===== config.mk =====
export PLATFORM = sky130hd
export DESIGN_NAME = pse_sqrt
export DESIGN_NICKNAME = d
export VERILOG_FILES = /design/src/rtl/pse_pkg.sv /design/src/rtl/pse_sqrt.sv
export SDC_FILE = /design/constraint.sdc
export NUM_CORES = 1
export LEC_CHECK = 0
export BUFFER_PORTS_ARGS = -buffer_cell sky130_fd_sc_hd__buf_2
export CORE_ASPECT_RATIO = 1.25
export CORE_MARGIN = 2
export CORE_UTILIZATION = 55
export DETAILED_ROUTE_END_ITERATION = 6
export PLACE_DENSITY = 0.8
export SLEW_MARGIN = 20
export SYNTH_ARGS = -nofsm -noshare
export SYNTH_HDL_FRONTEND = slang
export SYNTH_SLANG_ARGS = --single-unit

===== constraint.sdc =====
create_clock -name clk -period 3.63 [get_ports clk]
set_clock_uncertainty 0.15 [all_clocks]
set_input_delay 0.1815 -clock clk [delete_from_list [all_inputs] [get_ports clk]]
set_output_delay 0.1815 -clock clk [all_outputs]
set_load 0.03 [all_outputs]

===== src/rtl/pse_pkg.sv =====
// Shared types and constants for the polyline stroke extruder.
package pse_pkg;

    localparam int CoordW = 24;
    localparam int DiffW  = 25;
    localparam int WorldW = 96;
    localparam int LenW   = 32;
    localparam int WidthW = 16;
    localparam int SqW    = 50;
    localparam int RootW  = 32;
    localparam int RemW   = 34;
    localparam int DvdW   = 49;
    localparam int QuoW   = 18;
    localparam int OffW   = 19;

    typedef enum logic [3:0] {
        ST_IDLE,
        ST_SQ1,
        ST_SQ2,
        ST_SQ3,
        ST_ROOT,
        ST_NUMX,
        ST_DIVX,
        ST_NUMY,
        ST_DIVY,
        ST_EMIT_M,
        ST_EMIT_P,
        ST_FINISH
    } state_t;

    typedef enum logic [1:0] {
        JOB_A,
        JOB_SEG,
        JOB_LAST
    } job_t;

    function automatic logic signed [CoordW-1:0] sat24(input logic signed [CoordW+1:0] v);
        logic signed [CoordW+1:0] hi;
        logic signed [CoordW+1:0] lo;
        hi = 26'sd8388607;
        lo = -26'sd8388608;
        if (v > hi)
        begin
            return 24'sh7FFFFF;
        end
        else if (v < lo)
        begin
            return 24'sh800000;
        end
        return v[CoordW-1:0];
    endfunction

endpackage


===== src/rtl/pse_sqrt.sv =====
// Bit-serial integer square root, two radicand bits per cycle.
module pse_sqrt
    import pse_pkg::*;
(
    input  logic               clk,
    input  logic               rst_n,
    input  logic               start,
    input  logic [63:0]        value,
    output logic               done,
    output logic [RootW-1:0]   root,
    output logic [RemW-1:0]    rem
);

    logic [63:0]      val_reg;
    logic [RemW-1:0]  rem_reg;
    logic [RootW-1:0] root_reg;
    logic [5:0]       cnt_reg;
    logic             busy_reg;
    logic             done_reg;
    logic [RemW+1:0]  trial_rem;
    logic [RemW+1:0]  trial;
    logic             take;

    assign trial_rem = {rem_reg, val_reg[63:62]};
    assign trial     = {2'b00, root_reg, 2'b01};
    assign take      = (trial_rem >= trial);

    always_ff @(posedge clk or negedge rst_n)
    begin
        if (!rst_n)
        begin
            busy_reg <= 1'b0;
            done_reg <= 1'b0;
            cnt_reg  <= '0;
        end
        else
        begin
            done_reg <= 1'b0;
            if (start)
            begin
                busy_reg <= 1'b1;
                cnt_reg  <= '0;
            end
            else if (busy_reg)
            begin
                cnt_reg <= cnt_reg + 6'd1;
                if (cnt_reg == 6'd31)
                begin
                    busy_reg <= 1'b0;
                    done_reg <= 1'b1;
                end
            end
        end
    end

    always_ff @(posedge clk)
    begin
        if (start)
        begin
            val_reg  <= value;
            rem_reg  <= '0;
            root_reg <= '0;
        end
        else if (busy_reg)
        begin
            val_reg <= {val_reg[61:0], 2'b00};
            if (take)
            begin
                rem_reg  <= RemW'(trial_rem - trial);
                root_reg <= {root_reg[RootW-2:0], 1'b1};
            end
            else
            begin
                rem_reg  <= trial_rem[RemW-1:0];
                root_reg <= {root_reg[RootW-2:0], 1'b0};
            end
        end
    end

    assign done = done_reg;
    assign root = root_reg;
    assign rem  = rem_reg;

endmodule


# ---- After elaboration in Yosys (flattened, before gate mapping)
# Cells that the tools add are included.
# W data, S select, Z words.
dict set report totals {
  reg_bits 138
  output_inout_bits 67
  wordCells 23
}
dict set report classes {
  add_sub_neg 2
  order_cmp 1
  n_eq_ne 1
  n_mux 12
  n_reduce_logical 1
}
# cell n
set ops {}
lappend ops {{$mux W64} 2}
lappend ops {{$ge A36 B34 Y1} 1}
lappend ops {{$mux W34} 1}
lappend ops {{$sub A34 B34 Y34} 1}
lappend ops {{$mux W6} 2}
lappend ops {{$mux W1} 7}
lappend ops {{$add A6 B1 Y6 const B} 1}
lappend ops {{$eq A6 B5 Y1 const B} 1}
lappend ops {{$reduce_bool A2 Y1} 1}

# ---- Depth between registers and ports, before layout
dict set report depth {
  ltp_word 4
  mapped_depth 14
  ltp_nobuf 11
}

# ---- Worst setup path after synthesis
# Ideal clock, no wire load.
dict set report synth_timing {
  path_type {register -> register}
  startpoint {reg root_reg[14], in the netlist root[14]}
  endpoint {reg rem_reg[31], in the netlist rem[31]}
  setup_time_ps 88
  arrival_ps 3214
  required_ps 3392
  setup_slack_ps 177
  stages_incl_launch_ff 13
  n_path_buf 1
  period_less_slack_ps 3453
  cell_sequence {dfxtp_1 > inv_1 > ha_1 > buf_6 > a211o_1 > a2111oi_2 > a211oi_1 > or4_4 > a41oi_4 > nor2_1 > a221oi_1 > nand3_1 > a311oi_2}
}
dict set report synth_between {
  elab_chain_len 2
}
# item line_no
set synth_lines {}
lappend synth_lines {{start, declared} pse_sqrt.sv:16} ;# logic [RootW-1:0] root_reg;
lappend synth_lines {{start signal, assigned} pse_sqrt.sv:70} ;# root_reg <= {root_reg[RootW-2:0], 1'b1};
lappend synth_lines {{start signal, assigned} pse_sqrt.sv:75} ;# root_reg <= {root_reg[RootW-2:0], 1'b0};
lappend synth_lines {{$sub A34 B34 Y34 / $ge A36 B34 Y1 (equally long branches)} {pse_sqrt.sv:69, pse_sqrt.sv:26}}
lappend synth_lines {{$mux W34 *} pse_sqrt.sv:67} ;# if (take)
lappend synth_lines {{end signal, assigned} pse_sqrt.sv:69} ;# rem_reg <= RemW'(trial_rem - trial);
lappend synth_lines {{end signal, assigned} pse_sqrt.sv:74} ;# rem_reg <= trial_rem[RemW-1:0];
lappend synth_lines {{end, declared} pse_sqrt.sv:15} ;# logic [RemW-1:0] rem_reg;
# Every way passes the cells marked *; elsewhere a longest branch is shown, timed or not.
# A chain may end at the register's enable or synchronous reset.

# ---- Worst setup path after layout
# Same ends and word-level chain as after synthesis.

==> results.tsv <==
metric	value	unit
status	finished, final reports clean	
synthFlopType	dfxtp_1	
ys_warn_count	0	
critPathArrivalTime	3530	ps
finalCriticalPeriod	3340	ps
p_total	7.79	mW
slew_violations	0	
tightest_slew	693	ps
wl_per_cell	17.0	um
slowest_delay	580	ps
largest_reg_flops	64	
avgSynthCellArea	9.92	um^2
cts.clk_slew.worst_paths	60	ps
drt_iter0_markers	295	
whs	367	ps
tns	0	ps
io_buffers	133	
root_buffer	clkbuf_16	
grt.total_usage	27.3	%
syn_area	7630	um^2
p_seq_share	26.7	%
cts_buffers	17	
grt_pass1_wl	31300	um
synth_compound_area_share	13.9	%
num_vias	6463	
drt.antenna.violating_nets	0	
synth-seq-cells	138	
min_path_type	flip-flop to flip-flop	
die_w	109	um
hold_viol_final	0	
drcViolationCount	0	
yosys.area_share.simple	12.4	%
die_area	14800	um^2
synthDistinctLibCells	59	
vdd_drop_max	0.474	mV
pwr-share-clk	22.6	%
cts_sinks	138	
async_flop_share	5.80	%
synth_top_family_by_area	multiplexers	
ys_seq_area_share	45.2	%
nets	1063	
drive_above_1_share	26.4	%
startpoint_type	flip-flop	
grt_antenna_before_repair	1	
fp.dieH	136	um
dp_hpwl	11900	um
ios	134	
firstDrtPassIters	5	
final_cells	1150	
area_delta_synth_final	28.3	%
synth_xor_xnor_area_share	3.56	%
crit_chain	inv_1 > ha_1 > a211o_1 > a2111oi_2 > a211oi_1 > or4_4 > a41oi_4 > nor2_1 > a221oi_1 > nand3_1 > a311oi_2	
cts_tree	done	
synth_edf_count	64	
path_buf_inv	1	
p_sw_share	40.2	%
grt_pass1_vias	6453	
place_inst	1046	
worstPathMaxFanout	7	
place.gp.congestion	0.888	
max_freq	299	MHz
cp_slowest_cell	or4_4	
p_per_area	796	nW/um^2
internal_power	4.66	mW
clockBufferDepth	2	
core	13700	um^2
drv_cap	0	
rsz0062_at_grt	false	
power.leakage	4.45	nW
drt-total-wl	19500	um
cp_top_family	compound AO/OA/AOI/OAI gates	
setup_viol	0	
required	3820	ps
htree_levels	4	
r2r_slack	290	ps
initial_core_util	55.7	%
crit_path_end_kind	flip-flop	
clkLatencyLatePin	420	ps
muxShareOfSynthArea	14.3	%
grt_max_degree	138	
via_per_inst	5.62	
period_share	92.0	%
grt_overflow	0	
slew-limit-headroom	53.7	%
synthesis.nets	871	
share_comb_of_total_power	50.7	%
fp-row-count	48	
syn_inst	769	
worstSetupPathType	flip-flop to flip-flop	
p_sw	3.13	mW
synth_fa_ha_area_share	5.74	%
-- cells in the final DEF, fill, tap and decap left out, drive strengths merged, types with 4 or more instances in the layout --
| cell | instances |
|---|---|
| ha | 35 |
| dlygate4sd3 | 67 |
| a21oi | 36 |
| clkbuf | 22 |
| a211oi | 5 |
| edfxtp | 64 |
| nor3 | 8 |
| dfrtp | 8 |
| xnor2 | 22 |
| o31ai | 4 |
| nor2 | 91 |
| o21ai | 24 |
| nand3 | 7 |
| nand4 | 10 |
| inv | 58 |
| nand2b | 6 |
| xor2 | 9 |
| buf | 149 |
| dfxtp | 66 |
| and2 | 5 |
| nand2 | 78 |
| and3 | 5 |
| mux2i | 38 |
| a311oi | 30 |
| mux2 | 63 |
| o211ai | 5 |
| o21bai | 6 |
| a21o | 8 |
| o21a | 5 |
-- worst reg2reg max path, cell delays in order, from the launching register on --
cell	delay, ps
dfxtp_1	370
inv_1	60
ha_1	380
a211o_1	360
a2111oi_2	300
a211oi_1	110
or4_4	580
a41oi_4	230
nor2_1	80
a221oi_1	280
nand3_1	130
a311oi_2	240
-- metal layers --
layer | GRT usage, % | up-vias | part of all wire, %
li1 | - | 3143 | -
met1 | 30.8 | 3091 | 40
met2 | 49.1 | 191 | 53
met3 | 6.20 | 38 | 4.9
met4 | 10.8 | 0 | 2.7
met5 | 0 | - | 0
-- final timing paths --
check                          from       end  cells past startpoint
setup / recovery           root[14]   rem[31]                     11
max in group asynchronous     rst_n  busy_reg                      3
setup reg to reg           root[14]   rem[31]                     11
hold reg to reg              rem[3]    rem[5]                      2
hold / removal               rem[3]    rem[5]                      2
min in group asynchronous     rst_n      done                      3
-- cell usage after synthesis (2+ instances only) --
library cell | instances | area, um^2
buf_1 | 5 | 18.8
mux2i_1 | 38 | 380
and3_1 | 5 | 31.3
xor2_1 | 9 | 78.8
mux2_2 | 63 | 709
a21o_2 | 2 | 17.5
a311oi_1 | 29 | 254
o21bai_1 | 6 | 45.0
clkbuf_1 | 33 | 124
nor2_1 | 91 | 342
o21ai_2 | 2 | 17.5
nor2b_1 | 2 | 12.5
inv_1 | 54 | 203
o21ai_1 | 8 | 40.0
a21oi_1 | 35 | 175
and2_1 | 5 | 31.3
nor4_1 | 3 | 18.8
o31ai_1 | 4 | 30.0
nand3_1 | 7 | 35.0
nand4_1 | 10 | 62.6
dfrtp_1 | 8 | 200
o211ai_1 | 5 | 37.5
nand2b_1 | 6 | 37.5
a31o_1 | 2 | 17.5
nand2_1 | 78 | 293
o21a_1 | 4 | 30.0
edfxtp_1 | 64 | 1920
a31oi_1 | 3 | 18.8
buf_2 | 4 | 20.0
xnor2_1 | 22 | 193
a221oi_1 | 2 | 17.5
ha_1 | 35 | 438
nor3_1 | 8 | 40.0
dfxtp_1 | 66 | 1320
o31a_1 | 2 | 17.5
o21ai_0 | 14 | 70.1
o41a_1 | 2 | 22.5
a211o_1 | 2 | 17.5
a21o_1 | 6 | 45.0
o221ai_1 | 2 | 17.5
a211oi_1 | 5 | 37.5
-- through the flow --
stage	setup slack (ps)	util [%]	cell area (um^2)
final	289	71.5	9780
after global routing	39.9	71.5	9780
after global placement	306	62.0	8480
after detailed placement	214	62.0	8480
after floorplan	177	-	7630
after CTS	200	71.2	9750
-- cells by family after synthesis --
family / after synthesis
simple gates: 220
compound gates: 146
flops: 138
mux: 101
buf+inv: 98
fa+ha+maj: 35
xor+xnor: 31
-- power groups by stage --
stage / clock (mW) / sequential [mW] / combinational, mW
6_report: 1.76 / 2.08 / 3.95
5_1_grt: 1.84 / 2.10 / 4.37
4_1_cts: 1.77 / 2.07 / 3.86
3_5_place_dp: 0 / 2.10 / 3.78
3_3_place_gp: 0 / 2.10 / 3.73
2_1_floorplan: 0 / 2.32 / 2.61
-- timing repair --
| action | 4_1_cts | 5_1_grt |
|---|---|---|
| endpoints found under the setup margin | 0 | 7 |
| hold endpoints to repair | 73 | 0 |
| gates resized for setup | 0 | 1 |
| hold buffers | 67 | 0 |
| buffers inserted | 0 | 4 |
-- layout make-up --
type                            count  area, um^2
Antenna cell                        1        2.50
Clock buffer                       22         477
Clock inverter                     10         115
Fill cell                        1024        3910
Inverter                           55         206
Multi-Input combinational cell    533        3820
Sequential cell                   138        3450
Tap cell                          175         219
Timing Repair Buffer              216        1500
(Power assumes the default switching activity.)
