===== config.mk =====
export PLATFORM = sky130hd
export DESIGN_NAME = pse_div
export DESIGN_NICKNAME = d
export VERILOG_FILES = /design/src/rtl/pse_pkg.sv /design/src/rtl/pse_div.sv
export SDC_FILE = /design/constraint.sdc
export NUM_CORES = 1
export LEC_CHECK = 0
export ABC_AREA = 1
export BUFFER_PORTS_ARGS = -buffer_cell sky130_fd_sc_hd__buf_2
export CAP_MARGIN = 20
export CORE_UTILIZATION = 55
export DETAILED_ROUTE_END_ITERATION = 16
export GPL_ROUTABILITY_DRIVEN = 0
export PLACE_DENSITY = 0.78
export SYNTH_ARGS = -nofsm -noshare
export SYNTH_HDL_FRONTEND = slang
export SYNTH_SLANG_ARGS = --single-unit
export TNS_END_PERCENT = 50

===== constraint.sdc =====
create_clock -name clk -period 5.9 [get_ports clk]
set_input_delay 0.295 -clock clk [delete_from_list [all_inputs] [get_ports clk]]
set_output_delay 0.295 -clock clk [all_outputs]
set_load 0.01 [all_outputs]

===== src/rtl/pse_pkg.sv =====
// Shared types and constants for the polyline stroke extruder.
package pse_pkg;

    localparam int CoordW = 24;
    localparam int DiffW  = 25;
    localparam int WorldW = 96;
    localparam int LenW   = 32;
    localparam int WidthW = 16;
    localparam int SqW    = 50;
    localparam int RootW  = 32;
    localparam int RemW   = 34;
    localparam int DvdW   = 49;
    localparam int QuoW   = 18;
    localparam int OffW   = 19;

    typedef enum logic [3:0] {
        ST_IDLE,
        ST_SQ1,
        ST_SQ2,
        ST_SQ3,
        ST_ROOT,
        ST_NUMX,
        ST_DIVX,
        ST_NUMY,
        ST_DIVY,
        ST_EMIT_M,
        ST_EMIT_P,
        ST_FINISH
    } state_t;

    typedef enum logic [1:0] {
        JOB_A,
        JOB_SEG,
        JOB_LAST
    } job_t;

    function automatic logic signed [CoordW-1:0] sat24(input logic signed [CoordW+1:0] v);
        logic signed [CoordW+1:0] hi;
        logic signed [CoordW+1:0] lo;
        hi = 26'sd8388607;
        lo = -26'sd8388608;
        if (v > hi)
        begin
            return 24'sh7FFFFF;
        end
        else if (v < lo)
        begin
            return 24'sh800000;
        end
        return v[CoordW-1:0];
    endfunction

endpackage


===== src/rtl/pse_div.sv =====
// Bit-serial restoring divider, one quotient bit per cycle.
module pse_div
    import pse_pkg::*;
(
    input  logic             clk,
    input  logic             rst_n,
    input  logic             start,
    input  logic [DvdW-1:0]  dividend,
    input  logic [RemW-1:0]  divisor,
    output logic             done,
    output logic [QuoW-1:0]  quotient
);

    logic [DvdW-1:0] dvd_reg;
    logic [RemW-1:0] dsr_reg;
    logic [RemW-1:0] rem_reg;
    logic [QuoW-1:0] quo_reg;
    logic [5:0]      cnt_reg;
    logic            busy_reg;
    logic            done_reg;
    logic [RemW:0]   trial_rem;
    logic            take;

    assign trial_rem = {rem_reg, dvd_reg[DvdW-1]};
    assign take      = (trial_rem >= {1'b0, dsr_reg});

    always_ff @(posedge clk or negedge rst_n)
    begin
        if (!rst_n)
        begin
            busy_reg <= 1'b0;
            done_reg <= 1'b0;
            cnt_reg  <= '0;
        end
        else
        begin
            done_reg <= 1'b0;
            if (start)
            begin
                busy_reg <= 1'b1;
                cnt_reg  <= '0;
            end
            else if (busy_reg)
            begin
                cnt_reg <= cnt_reg + 6'd1;
                if (cnt_reg == 6'(DvdW - 1))
                begin
                    busy_reg <= 1'b0;
                    done_reg <= 1'b1;
                end
            end
        end
    end

    always_ff @(posedge clk)
    begin
        if (start)
        begin
            dvd_reg <= dividend;
            dsr_reg <= divisor;
            rem_reg <= '0;
            quo_reg <= '0;
        end
        else if (busy_reg)
        begin
            dvd_reg <= {dvd_reg[DvdW-2:0], 1'b0};
            if (take)
            begin
                rem_reg <= RemW'(trial_rem - {1'b0, dsr_reg});
            end
            else
            begin
                rem_reg <= trial_rem[RemW-1:0];
            end
            quo_reg <= {quo_reg[QuoW-2:0], take};
        end
    end

    assign done     = done_reg;
    assign quotient = quo_reg;

endmodule


# Word level (Yosys, flattened, before mapping)
# Index checks and enable logic that the tools add are counted.
# op_classes
n_addsub	2
order_cmp	1
n_eq_ne	1
muxes	11
reduce_logical	1
# ops
operator	count
$mux W49	2
$ge A35 B34 Y1	1
$mux W34	1
$sub A34 B34 Y34	1
$mux W6	2
$add A6 B1 Y6 const B	1
$eq A6 B6 Y1 const B	1
$mux W1	6
$reduce_bool A2 Y1	1
# totals
register_bits	143
input_bits	86
elab_cells	23

# Depth between registers and ports, before layout
# Gate-level depths: netlist of the first run.
# depth
ltp_word	4
ltp_mapped	17

# Worst setup path before layout of the first run
# No wires, ideal clock.
# synth_path
path_type	reg-to-reg
startpoint	reg busy_reg
endpoint	reg dvd_reg[0], enable pin
setup_ps	433
arrival_time_ps	2100
t_required_ps	5467
setup_slack_ps	3367
stages_incl_launch_ff	4
synth_period_minus_slack_ps	2533
cell_sequence	dfrtp_1 nor2_1 inv_1 clkbuf_1
# synth_between
elab_chain_len	1
# synth_lines
element	line	source
start, declared	pse_div.sv:19	logic busy_reg;
start signal, assigned	pse_div.sv:31	busy_reg <= 1'b0;
start signal, assigned	pse_div.sv:40	busy_reg <= 1'b1;
start signal, assigned	pse_div.sv:48	busy_reg <= 1'b0;
$reduce_bool A2 Y1 (no source line)	-	
end signal, assigned	pse_div.sv:59	dvd_reg <= dividend;
end signal, assigned	pse_div.sv:66	dvd_reg <= {dvd_reg[DvdW-2:0], 1'b0};
end, declared	pse_div.sv:14	logic [DvdW-1:0] dvd_reg;
# No other way between the ends.
# A chain may end at the register's enable or synchronous reset.

# Worst setup path in the final report of the first run
# layout_path
startpoint	reg dsr_reg[25]
endpoint	reg rem_reg[33]
# layout_between
elab_chain_len	2
word_cells_on_any_way	3
# layout_lines
element	line	source
start, declared	pse_div.sv:15	logic [RemW-1:0] dsr_reg;
start signal, assigned	pse_div.sv:60	dsr_reg <= divisor;
$sub A34 B34 Y34 or $ge A35 B34 Y1 (tied branches)	pse_div.sv:69, pse_div.sv:25	
$mux W34 (*)	pse_div.sv:67	if (take)
end signal, assigned	pse_div.sv:69	rem_reg <= RemW'(trial_rem - {1'b0, dsr_reg});
end signal, assigned	pse_div.sv:73	rem_reg <= trial_rem[RemW-1:0];
end, declared	pse_div.sv:16	logic [RemW-1:0] rem_reg;
# Mark *: on every way between the ends. The rest lies on a longest branch, timed or not.

==> results of run 1 <==
cell type report:
| cell class | count | area share (%) |
|---|---|---|
| sequential | 143 | 39.33 |
| multi-input combinational | 768 | 38.94 |
| inverter | 180 | 7.116 |
| timing repair buffer | 112 | 6.339 |
| clock buffer | 20 | 4.837 |
| tap | 184 | 2.425 |
| clock inverter | 12 | 1.015 |
final timing paths:
path | start | endpoint | slack (ns)
max | dsr_reg[25]$_DFFE_PP_ | rem_reg[33]$_SDFFE_PP0P_ | 2.83
min | divisor[31] | dsr_reg[31]$_DFFE_PP_ | 0.04
max reg2reg | dsr_reg[25]$_DFFE_PP_ | rem_reg[33]$_SDFFE_PP0P_ | 2.83
min reg2reg | quotient[17]$_SDFFE_PP0P_ | quotient[17]$_SDFFE_PP0P_ | 0.46
max in group asynchronous | rst_n | cnt_reg[1]$_DFFE_PN0P_ | 5.44
min in group asynchronous | rst_n | done$_DFF_PN0_ | 0.28
kinds of logic after synthesis:
group,Yosys count,synth area share (%)
AOI/OAI and AO/OA,84,5.910
xor gates and xnor gates,15,1.591
adders and majority gates,37,5.698
buffers and inverters,212,10.03
DFF,143,45.22
and+or+nand+nor,632,31.55
cells in the final DEF (no fill, tap or decap), drive strengths merged, types with 3 or more instances in the layout:
cell / synthesis / routed
o22ai: 16 / 16
nor2: 91 / 91
nor3: 6 / 6
o21ai: 28 / 28
ha: 36 / 36
clkbuf: 15 / 20
o211ai: 4 / 4
clkinv: 1 / 5
nand3b: 3 / 3
nand3: 64 / 64
o21bai: 4 / 4
nand4: 29 / 29
dfrtp: 8 / 8
dfxtp: 52 / 52
inv: 179 / 187
nand2: 434 / 434
xnor2: 5 / 5
edfxtp: 83 / 83
buf: 17 / 111
or2: 3 / 3
xor2: 10 / 10
a21oi: 31 / 31
power groups by stage:
stage,logic (uW),registers [uW],clock network [uW]
after floorplan,1090,1290,0
after global placement,1330,1310,0
after detailed placement,1350,1310,0
after CTS,1370,1290,1030
after global routing,1580,1310,1080
final,1400,1300,1020
worst max-delay path, cell delays in order, from the launching register on:
cell and delay, ns:
edfxtp_1 0.32, inv_1 0.04, ha_1 0.36, nand2_1 0.16
inv_1 0.05, a21oi_1 0.27, nand2_1 0.11, a21oi_2 0.16
nand2_2 0.08, nand2_2 0.42, nand2_4 0.41, nand2_1 0.33
nor2_1 0.08, nor2_1 0.09, nor2_1 0.04
through the flow:
| stage | cell area [um2] | hold WS [ns] |
|---|---|---|
| 2_1_floorplan | 8257 | -0.0005911 |
| 3_3_place_gp | 8897 | 0.1465 |
| 3_5_place_dp | 8917 | 0.1498 |
| 4_1_cts | 9483 | 0.03174 |
| 5_1_grt | 9494 | 0.02593 |
| 6_report | 9494 | 0.04011 |
Yosys cell counts:
| master | n |
|---|---|
| o22ai_2 | 1 |
| dfxtp_1 | 52 |
| buf_1 | 8 |
| and2_1 | 1 |
| o21ai_0 | 26 |
| o21a_1 | 1 |
| nand2_2 | 3 |
| ha_1 | 36 |
| nand3b_1 | 3 |
| nor3_2 | 1 |
| edfxtp_1 | 83 |
| clkbuf_1 | 15 |
| inv_1 | 176 |
| nand3_2 | 2 |
| nor3b_1 | 1 |
| nor3_1 | 5 |
| nand2_1 | 430 |
| buf_4 | 2 |
| nand3_1 | 62 |
| nor2_1 | 86 |
| o211ai_1 | 1 |
| clkinv_1 | 1 |
| a21oi_1 | 30 |
| nor2_4 | 1 |
| nor2_2 | 4 |
| buf_6 | 1 |
| xnor2_1 | 5 |
| buf_2 | 5 |
| o22ai_1 | 15 |
| or2_1 | 3 |
| buf_8 | 1 |
| nand4_1 | 29 |
| xor2_1 | 10 |
| o21bai_1 | 4 |
| o211ai_2 | 3 |
| nand2_4 | 1 |
| inv_2 | 3 |
| fa_1 | 1 |
| dfrtp_1 | 8 |
| o21ai_1 | 2 |
| a21oi_2 | 1 |
routing by layer:
layer / up-vias / wire length (um)
met2: 250 / 9104
met1: 3265 / 8679
li1: 3740 / -
met4: 0 / 495
met5: - / 0
met3: 42 / 1563
timing repair:
action                     in CTS  in global routing
setup endpoints to repair       0                  0
resized for setup               0                  0
hold endpoints to repair        8                  0
hold buffers                    1                  0
==> impl_results.md, run 1 <==
- Status: finished, final reports clean
- Skew-Pair Late Insertion Delay: 0.43 ns
- Global-route wire length before repair: 33210 um
- Combinational Power Share: 37.7%
- Vias/cell: 5.142
- Hold Vio Cnt, Final: 0
- CTS Buf Count: 17
- Vias: 7297
- Initial antenna violation count: 1
- Core area: 14590 um2
- Fin util: 65.08%
- Final WS setup: 2.834 ns
- Tcrit/Tclk final: 51.97%
- GRT overflow: 0
- Placed insts: 1385
- Area grow syn2layout: 14.99%
- Detailed placement HPWL: 14080 um
- CTS tree: built
- Place WS: 2.612 ns
- Non-Filler Instances: 1419
- Synth area leader: edfxtp_1
- Overall routing resource usage: 26.83%
- Post-CTS Setup Inserts: 0
- Hold depth: 1
- Largest net degree at the start of global routing: 69
- Register share of total power: 34.9%
- Slew of the pin with the lowest slew margin: 0.9476 ns
- Cell Area, Synth: 8257 um2
- Synth Instances: 1123
- Synthesized flop and latch total: 143
- Die X-Extent: 124.5 um
- Rows: 44
- Initial DRC count: 631
- Fmax: 326.1 MHz
- Leak: 0.005006 uW
- Setup CP Type: reg2reg
- Die extent in y: 124.5 um
- Busiest grt layer: met2
- Final setup violation count: 0
- Synthesis Warnings: 0
- Top-area cell type share of the netlist area: 30.19%
- DRC viols: 0
- Clock sink count: 143
- Reg2reg path depth: 14
- Die ar.: 15510 um2
- GR Layer Usage met1: 34.51%
- Max_slew headroom: 36.73%
- DRT Wirelength: 19840 um
- Crit end category: register
- Fraction of layout cells with a size suffix above 1: 13.36%
- Hold crit path type: in2reg
- CTS Root Cell: clkbuf_16
- CP required: 6.19 ns
- Area taken by multi-input logic gates: 3697 um2
- Peak supply drop: 0.0002639 V
- Final Power: 3718 uW
- CTS Buffer Depth: 2
- Met3 GRT Util: 6.744%
- I/O Buffers: 104
- Fin crit period: 3.066 ns
- Max reg flops: 49
- Post-route ant nets: 0
- Synth top area cells: edfxtp_1, nand2_1, dfxtp_1
- Max-Cap Viols: 0
- Avg Inst Size Synth: 7.352 um2
- Worst path arrival time: 3.36 ns
- Sequential-to-total area share from yosys stat: 45.22%
- Diode count: 0
- Met2 Use GR: 43.29%
- Maximum fanout along the worst path: 40
- Switch Pwr: 1453 uW
- Yosys cell types: 41
- Post-Route Setup TNS: 0 ns
- Pwr dens: 391.6 nW/um2
- Layout Skew: 0.01173 ns
- Avg WL per Cell: 13.98 um
- H-tree depth: 4
- # fillers: 1267
- Storage element area: 3734 um2
- # nets final: 1345
- Initial Util: 56.60%
- RSZ-0062 raised after global routing: no
- # IOs: 105
- Number of detailed-route iterations in the first pass: 8
- Vias in the first global route: 7017
- Sw Share: 39.09%
- Clock power share: 27.5%
- Clk pin slew, worst setup/hold paths: 0.06 ns
- Crit path launch type: register
- Max Slew Vio Count: 0
- Syn_nets: 1246
- Internal power: 2264 uW
Note: power is estimated with default switching activity, not from simulation.
==> inputs of run 2 (changes only) <==
Clock period 5.9 ns to 3.05 ns, I/O delays scaled along.
==> impl_results.md, run 2 (same netlist as run 1, synthesis figures left out) <==
- Area grow syn2layout: 24.53%
- Initial antenna violation count: 0 (-1)
- Slowest CP cell: fa_1
- Setup CP Type: reg2reg
- Hold crit path type: in2reg
- Worst path arrival time: 2.78 ns (-0.58 ns)
- # IOs: 105 (unchanged)
- Largest net degree at the start of global routing: 73 (+5.8%)
- CP required: 3.38 ns (-2.81 ns)
- Fmax: 407.9 MHz (+25%)
- H-tree depth: 4 (unchanged)
- CTS Root Cell: clkbuf_16
- Worst path most repeated cell: nand2_1
- # nets final: 1419 (+5.5%)
- CTS Buffer Depth: 2 (unchanged)
- Die X-Extent: 124.5 um (unchanged)
- Max-Cap Viols: 0 (unchanged)
- Max reg flops: 49 (unchanged)
- Overall routing resource usage: 29.56% (+2.7 points)
- Diode count: 0 (unchanged)
- Pwr dens: 734.1 nW/um2 (+87%)
- Post-route ant nets: 0 (unchanged)
- I/O Buffers: 104 (unchanged)
- Maximum fanout along the worst path: 4 (-90%)
- Final Power: 7548 uW (+100%)
- Peak supply drop: 0.0004047 V (+53%)
- Initial DRC count: 647 (+2.5%)
- Clk pin slew, worst setup/hold paths: 0.07 ns (about the same)
- Vias in the first global route: 7771 (+11%)
- DRC viols: 0 (unchanged)
- Max_slew headroom: 49.01% (+12 points)
- # fillers: 1141 (-9.9%)
- Post-Route Setup TNS: 0 ns (unchanged)
- Number of detailed-route iterations in the first pass: 5 (-3)
- CP cell instances: inv_1, ha_1, inv_1, fa_1, nand2_1, nand2_1, nand2_1, nand2_1, nand3_1, nand2_1, nand4_1, nand2_1, nand2_1, nand3_1, nand2_1, nand2_1
- Crit end category: register
- Status: finished, final reports clean
- RSZ-0062 raised after global routing: no
- DRT Wirelength: 21900 um (+10%)
- Core area: 14590 um2 (unchanged)
- Avg WL per Cell: 14.67 um (+4.9%)
- Clock sink count: 143 (unchanged)
- Commonest non-fill, non-tap cell in the layout: nand2_1
- Delay of the slowest critical-path stage: 0.43 ns (about the same)
- Max Slew Vio Count: 0 (unchanged)
- GRT overflow: 0 (unchanged)
- Fraction of layout cells with a size suffix above 1: 12.99% (-0.37 points)
- Skew-Pair Late Insertion Delay: 0.43 ns (about the same)
- Slew of the pin with the lowest slew margin: 0.7649 ns (-0.1827 ns)
- Tcrit/Tclk final: 80.38% (+28 points)
- Layout Skew: 0.01196 ns (+0.0002303 ns)
- Vias: 7772 (+6.5%)
- CTS Buf Count: 17 (unchanged)
- Hold Vio Cnt, Final: 0 (unchanged)
- Leak: 0.005341 uW (+6.7%)
- Detailed placement HPWL: 14050 um (-0.23%)
- Final setup violation count: 0 (unchanged)
- Crit path launch type: register
- Most frequent cells in the layout: nand2_1, inv_1, buf_2
- Vias/cell: 5.206 (+1.2%)
- Initial Util: 56.60% (unchanged)
- Rows: 44 (unchanged)
- Die extent in y: 124.5 um (unchanged)
- CTS tree: built
- Global-route wire length before repair: 36510 um (+9.9%)
- Fin crit period: 2.452 ns (-0.6146 ns)
- Die ar.: 15510 um2 (unchanged)
-- run 2: final timing paths --
kind	slack (ns)	cells past startpoint	endpoint	start
max	0.60	16	rem_reg[30]$_SDFFE_PP0P_	dvd_reg[48]$_DFFE_PP_
max reg2reg	0.60	16	rem_reg[30]$_SDFFE_PP0P_	dvd_reg[48]$_DFFE_PP_
min	0.003	3	dvd_reg[41]$_DFFE_PP_	dividend[41]
min reg2reg	0.45	2	quotient[17]$_SDFFE_PP0P_	quotient[17]$_SDFFE_PP0P_
min in group asynchronous	0.10	2	cnt_reg[1]$_DFFE_PN0P_	rst_n
max in group asynchronous	2.77	2	cnt_reg[4]$_DFFE_PN0P_	rst_n
-- run 2: cell type report --
| class | instances | area, um2 | share of cell area, % |
|---|---|---|---|
| Clock inverter | 15 | 196.4 | 1.910 |
| Clock buffer | 17 | 425.4 | 4.137 |
| Inverter | 180 | 675.6 | 6.571 |
| Multi-Input combinational cell | 768 | 3695 | 35.93 |
| Sequential cell | 143 | 3734 | 36.31 |
| Timing Repair Buffer | 186 | 1326 | 12.90 |
| Tap cell | 184 | 230.2 | 2.239 |
-- run 2: layer usage --
layer | vias to the layer above | wire, um | GRT usage [%]
li1 | 3899 | - | -
met1 | 3524 | 9339 | 36.03
met2 | 284 | 10310 | 49.50
met3 | 65 | 1484 | 7.131
met4 | 0 | 755 | 13.25
met5 | - | 0 | 0
-- run 2: per-stage QoR --
step,setup slack (ns),area [um2],util (%),hold slack [ns],instances
2_1_floorplan,0.5170,8257,-,-0.1431,1123
3_3_place_gp,0.7243,8960,61.42,0.003196,1391
3_5_place_dp,0.6703,8960,61.42,0.003021,1391
4_1_cts,0.6586,10280,70.48,0.00003014,1493
5_1_grt,0.4100,10280,70.48,0.007558,1493
6_report,0.5984,10280,70.48,0.003209,1493
-- run 2: critical path, delay by kind of cell (launching register included) --
| kind | cells | cell delay, ns |
|---|---|---|
| buffers and inverters | 2 | 0.14 |
| AND/OR/NAND/NOR | 12 | 1.24 |
| adder cells (fa/ha/maj) | 2 | 0.61 |
| flip-flops | 1 | 0.36 |
-- run 2: power by group --
group | switching, uW | total, uW | leakage [uW] | internal (uW)
combinational | 1800 | 2820 | 0.00364 | 1020
sequential | 174 | 2500 | 0.00140 | 2330
clock | 908 | 2220 | 0.000302 | 1320
total | 2890 | 7550 | 0.00534 | 4660
-- run 2: repair_timing --
action	CTS	global route
buffers inserted	0	0
endpoints found under the hold margin	77	0
hold buffers	70	0
gates resized for setup	0	0
==> inputs of run 3 (changes only) <==
Settings changed: ABC_AREA 1 to 0, CORE_UTILIZATION 55 to 52.
Clock period 3.05 ns to 2.2 ns, I/O delays scaled along.
==> impl_results.md, run 3 <==
- Status: complete, but fails checks
- Failing checks: negative setup slack
- Hold slack: 0.01246 ns (+0.009250 ns)
- Core area: 14480 um2 (-0.75%)
- Clk pin slew, worst setup/hold paths: 0.07 ns (about the same)
- Compound-Gate Fraction of Synth Area: 13.43% (+7.5 points)
- Initial Util: 53.02% (-3.6 points)
- CP required: 2.54 ns (-0.84 ns)
- Max-Cap Viols: 0 (unchanged)
- Detailed placement HPWL: 12710 um (-9.5%)
- Top FF cell, synth: edfxtp_1
- Hold crit path type: in2reg
- Pwr dens: 1155 nW/um2 (+57%)
- Post-synth EDFFs: 83 (unchanged)
- Crit end category: register
- Rows: 44 (unchanged)
- Largest net degree at the start of global routing: 72 (-1.4%)
- Overall routing resource usage: 30.18% (+0.62 points)
- Non-Filler Instances: 1238 (-17%)
- Final Power: 13070 uW (+73%)
- Initial antenna violation count: 0 (unchanged)
- Synth Area in XOR/XNOR: 3.537% (+1.9 points)
- Final setup violation count: 35 (+35)
- Syn_nets: 829 (-33%)
- Max_slew headroom: 60.87% (+12 points)
- Cell Area, Synth: 7676 um2 (-7.0%)
- Fin crit period: 3.033 ns (+0.5809 ns)
- Max reg flops: 49 (unchanged)
- Mux cell area share after synthesis: 13.04% (+13 points)
- Vias/cell: 5.585 (+7.3%)
- Top-area cell type share of the netlist area: 32.47% (+2.3 points)
- Global-route wire length before repair: 34600 um (-5.2%)
- I/O Buffers: 104 (unchanged)
- # nets final: 1164 (-18%)
- Yosys cell types: 63 (+54%)
- Tcrit/Tclk final: 137.8% (+57 points)
- Leak: 0.005369 uW (+0.52%)
- CTS Buffer Depth: 2 (unchanged)
- DRC viols: 0 (unchanged)
- Most instantiated library cell after synthesis: edfxtp_1
- Placed insts: 1096 (-21%)
- Place WS: -0.7926 ns (-1.463 ns)
- Maximum fanout along the worst path: 3 (-1)
- Diode count: 0 (unchanged)
- Final WS setup: -0.8325 ns (-1.431 ns)
- Fin util: 78.19% (+7.7 points)
- Number of detailed-route iterations in the first pass: 6 (+1)
- Commonest non-fill, non-tap cell in the layout: buf_4
- Synth top area cells: edfxtp_1, dfxtp_1, mux2_2
- Fmax: 329.8 MHz (-19%)
- Main combinational cell family by area after synthesis: compound AO/OA/AOI/OAI gates
- Most instantiated cells after synthesis: edfxtp_1, nor2_1, dfxtp_1, mux2_2, mux2i_1
- Slew of the pin with the lowest slew margin: 0.5870 ns (-0.1779 ns)
- Layout Skew: 0.01396 ns (+0.001995 ns)
- CTS Root Cell: clkbuf_16
- Most frequent cells in the layout: buf_4, buf_2, edfxtp_1, dlygate4sd3_1, nor2_1
- Vias in the first global route: 7084 (-8.8%)
- Die extent in y: 123.5 um (-0.83%)
- CTS tree: built
- RSZ-0062 raised after global routing: yes
- Die ar.: 15250 um2 (-1.6%)
- Area taken by multi-input logic gates: 3911 um2 (+5.9%)
- Synthesized flop and latch total: 143 (unchanged)
- Avg WL per Cell: 18.08 um (+23%)
- Area grow syn2layout: 47.48%
- # IOs: 105 (unchanged)
- Worst path arrival time: 3.37 ns (+0.59 ns)
- Avg Inst Size Synth: 10.87 um2 (+48%)
- CTS Buf Count: 17 (unchanged)
- Synth Area in Adders: 6.129% (+0.43 points)
- # fillers: 832 (-27%)
- Hold Vio Cnt, Final: 0 (unchanged)
- Fraction of layout cells with a size suffix above 1: 37.95% (+25 points)
- Skew-Pair Late Insertion Delay: 0.43 ns (about the same)
- Die X-Extent: 123.5 um (-0.83%)
- GRT overflow: 0 (unchanged)
- Setup CP Type: reg2reg
- Simple-gate share of the synthesized area: 11.05% (-20 points)
- Peak supply drop: 0.0008992 V (+120%)
- Post-route ant nets: 0 (unchanged)
- Synth area leader: edfxtp_1
- Sequential-to-total area share from yosys stat: 48.64% (+3.4 points)
- Max Slew Vio Count: 0 (unchanged)
- Storage element area: 3736 um2 (about the same)
- Post-synth ARST share: 5.594% (unchanged)
- Synthesis Warnings: 0 (unchanged)
- Clock sink count: 143 (unchanged)
- Initial DRC count: 448 (-31%)
- Vias: 6914 (-11%)
- H-tree depth: 4 (unchanged)
- Crit path launch type: register
- Synth Instances: 706 (-37%)
- DRT Wirelength: 22390 um (+2.2%)
==> run 3: cell types whose count changed in the layout (fill, tap and decap cells not counted), sizes merged, moves of 11 or more <==
cell,previous run,this run
nor2,91,76
inv,187,50
a21o,0,15
mux2,0,48
nand3,64,7
nand2,434,37
o21ai,28,17
nand4,29,7
mux2i,0,46
dlygate4sd3,70,83
buf,116,265
a211oi,0,31
o22ai,16,1
==> run 3: power breakdown <==
part	internal, uW	switching [uW]
clock	1610	1220
sequential	3300	289
combinational	3580	3080
total	8480	4590
==> run 3: cell type report <==
class	count	share of cell area (%)
Tap cell	184	2.034
Multi-Input combinational cell	485	34.55
Clock buffer	22	4.377
Clock inverter	10	0.6410
Inverter	45	1.525
Timing Repair Buffer	349	23.87
Sequential cell	143	33.00
==> run 3: logic make-up after synthesis <==
group,count (synthesis)
and+or+nand+nor,177
AOI/OAI and AO/OA,146
DFF,143
muxes,94
buffers and inverters,78
adders and majority gates,37
xor gates and xnor gates,31
==> run 3: path summary, 6_finish.rpt <==
| path | from | endpoint | slack (ns) | cells past startpoint |
|---|---|---|---|---|
| max | dvd_reg[48]$_DFFE_PP_ | rem_reg[32]$_SDFFE_PP0P_ | -0.83 | 13 |
| min | dividend[32] | dvd_reg[32]$_DFFE_PP_ | 0.01 | 2 |
| max reg2reg | dvd_reg[48]$_DFFE_PP_ | rem_reg[32]$_SDFFE_PP0P_ | -0.83 | 13 |
| min reg2reg | rem_reg[14]$_SDFFE_PP0P_ | rem_reg[14]$_SDFFE_PP0P_ | 0.51 | 2 |
| max in group asynchronous | rst_n | busy_reg$_DFF_PN0_ | 1.93 | 2 |
| min in group asynchronous | rst_n | cnt_reg[1]$_DFFE_PN0P_ | 0.09 | 2 |
==> run 3: critical path, cell delays in order, from the launching register on <==
cell	delay, ns
edfxtp_1	0.38
inv_1	0.08
ha_2	0.20
inv_2	0.04
fa_2	0.37
a21oi_4	0.15
o221ai_2	0.11
a221o_1	0.40
a311oi_4	0.41
buf_4	0.19
o221ai_2	0.10
xor2_1	0.19
mux2i_1	0.10
a211oi_1	0.24
==> run 3: routing by layer <==
metal / vias up / routed length [um] / track usage, %
met1: 3308 / 8639 / 33.26
met2: 265 / 11720 / 54.36
met4: 0 / 902 / 16.04
met3: 81 / 1124 / 6.089
li1: 3260 / - / -
met5: - / 0 / 0
==> run 3: stage by stage <==
step / cell area, um2 / TNS [ns]
floorplan: 7769 / -10.78
global placement: 9412 / -16.66
detailed placement: 9412 / -19.48
CTS: 11230 / -19.96
global route: 11320 / -28.28
finish: 11320 / -22.72
==> run 3: timing repair <==
item / 4_1_cts / 5_1_grt
setup buffers: 18 / 11
cloned: 4 / 1
hold buffers: 83 / 0
endpoints found under the setup margin: 35 / 35
pin swaps: 25 / 24
gates resized for setup: 37 / 20
endpoints found under the hold margin: 90 / 0
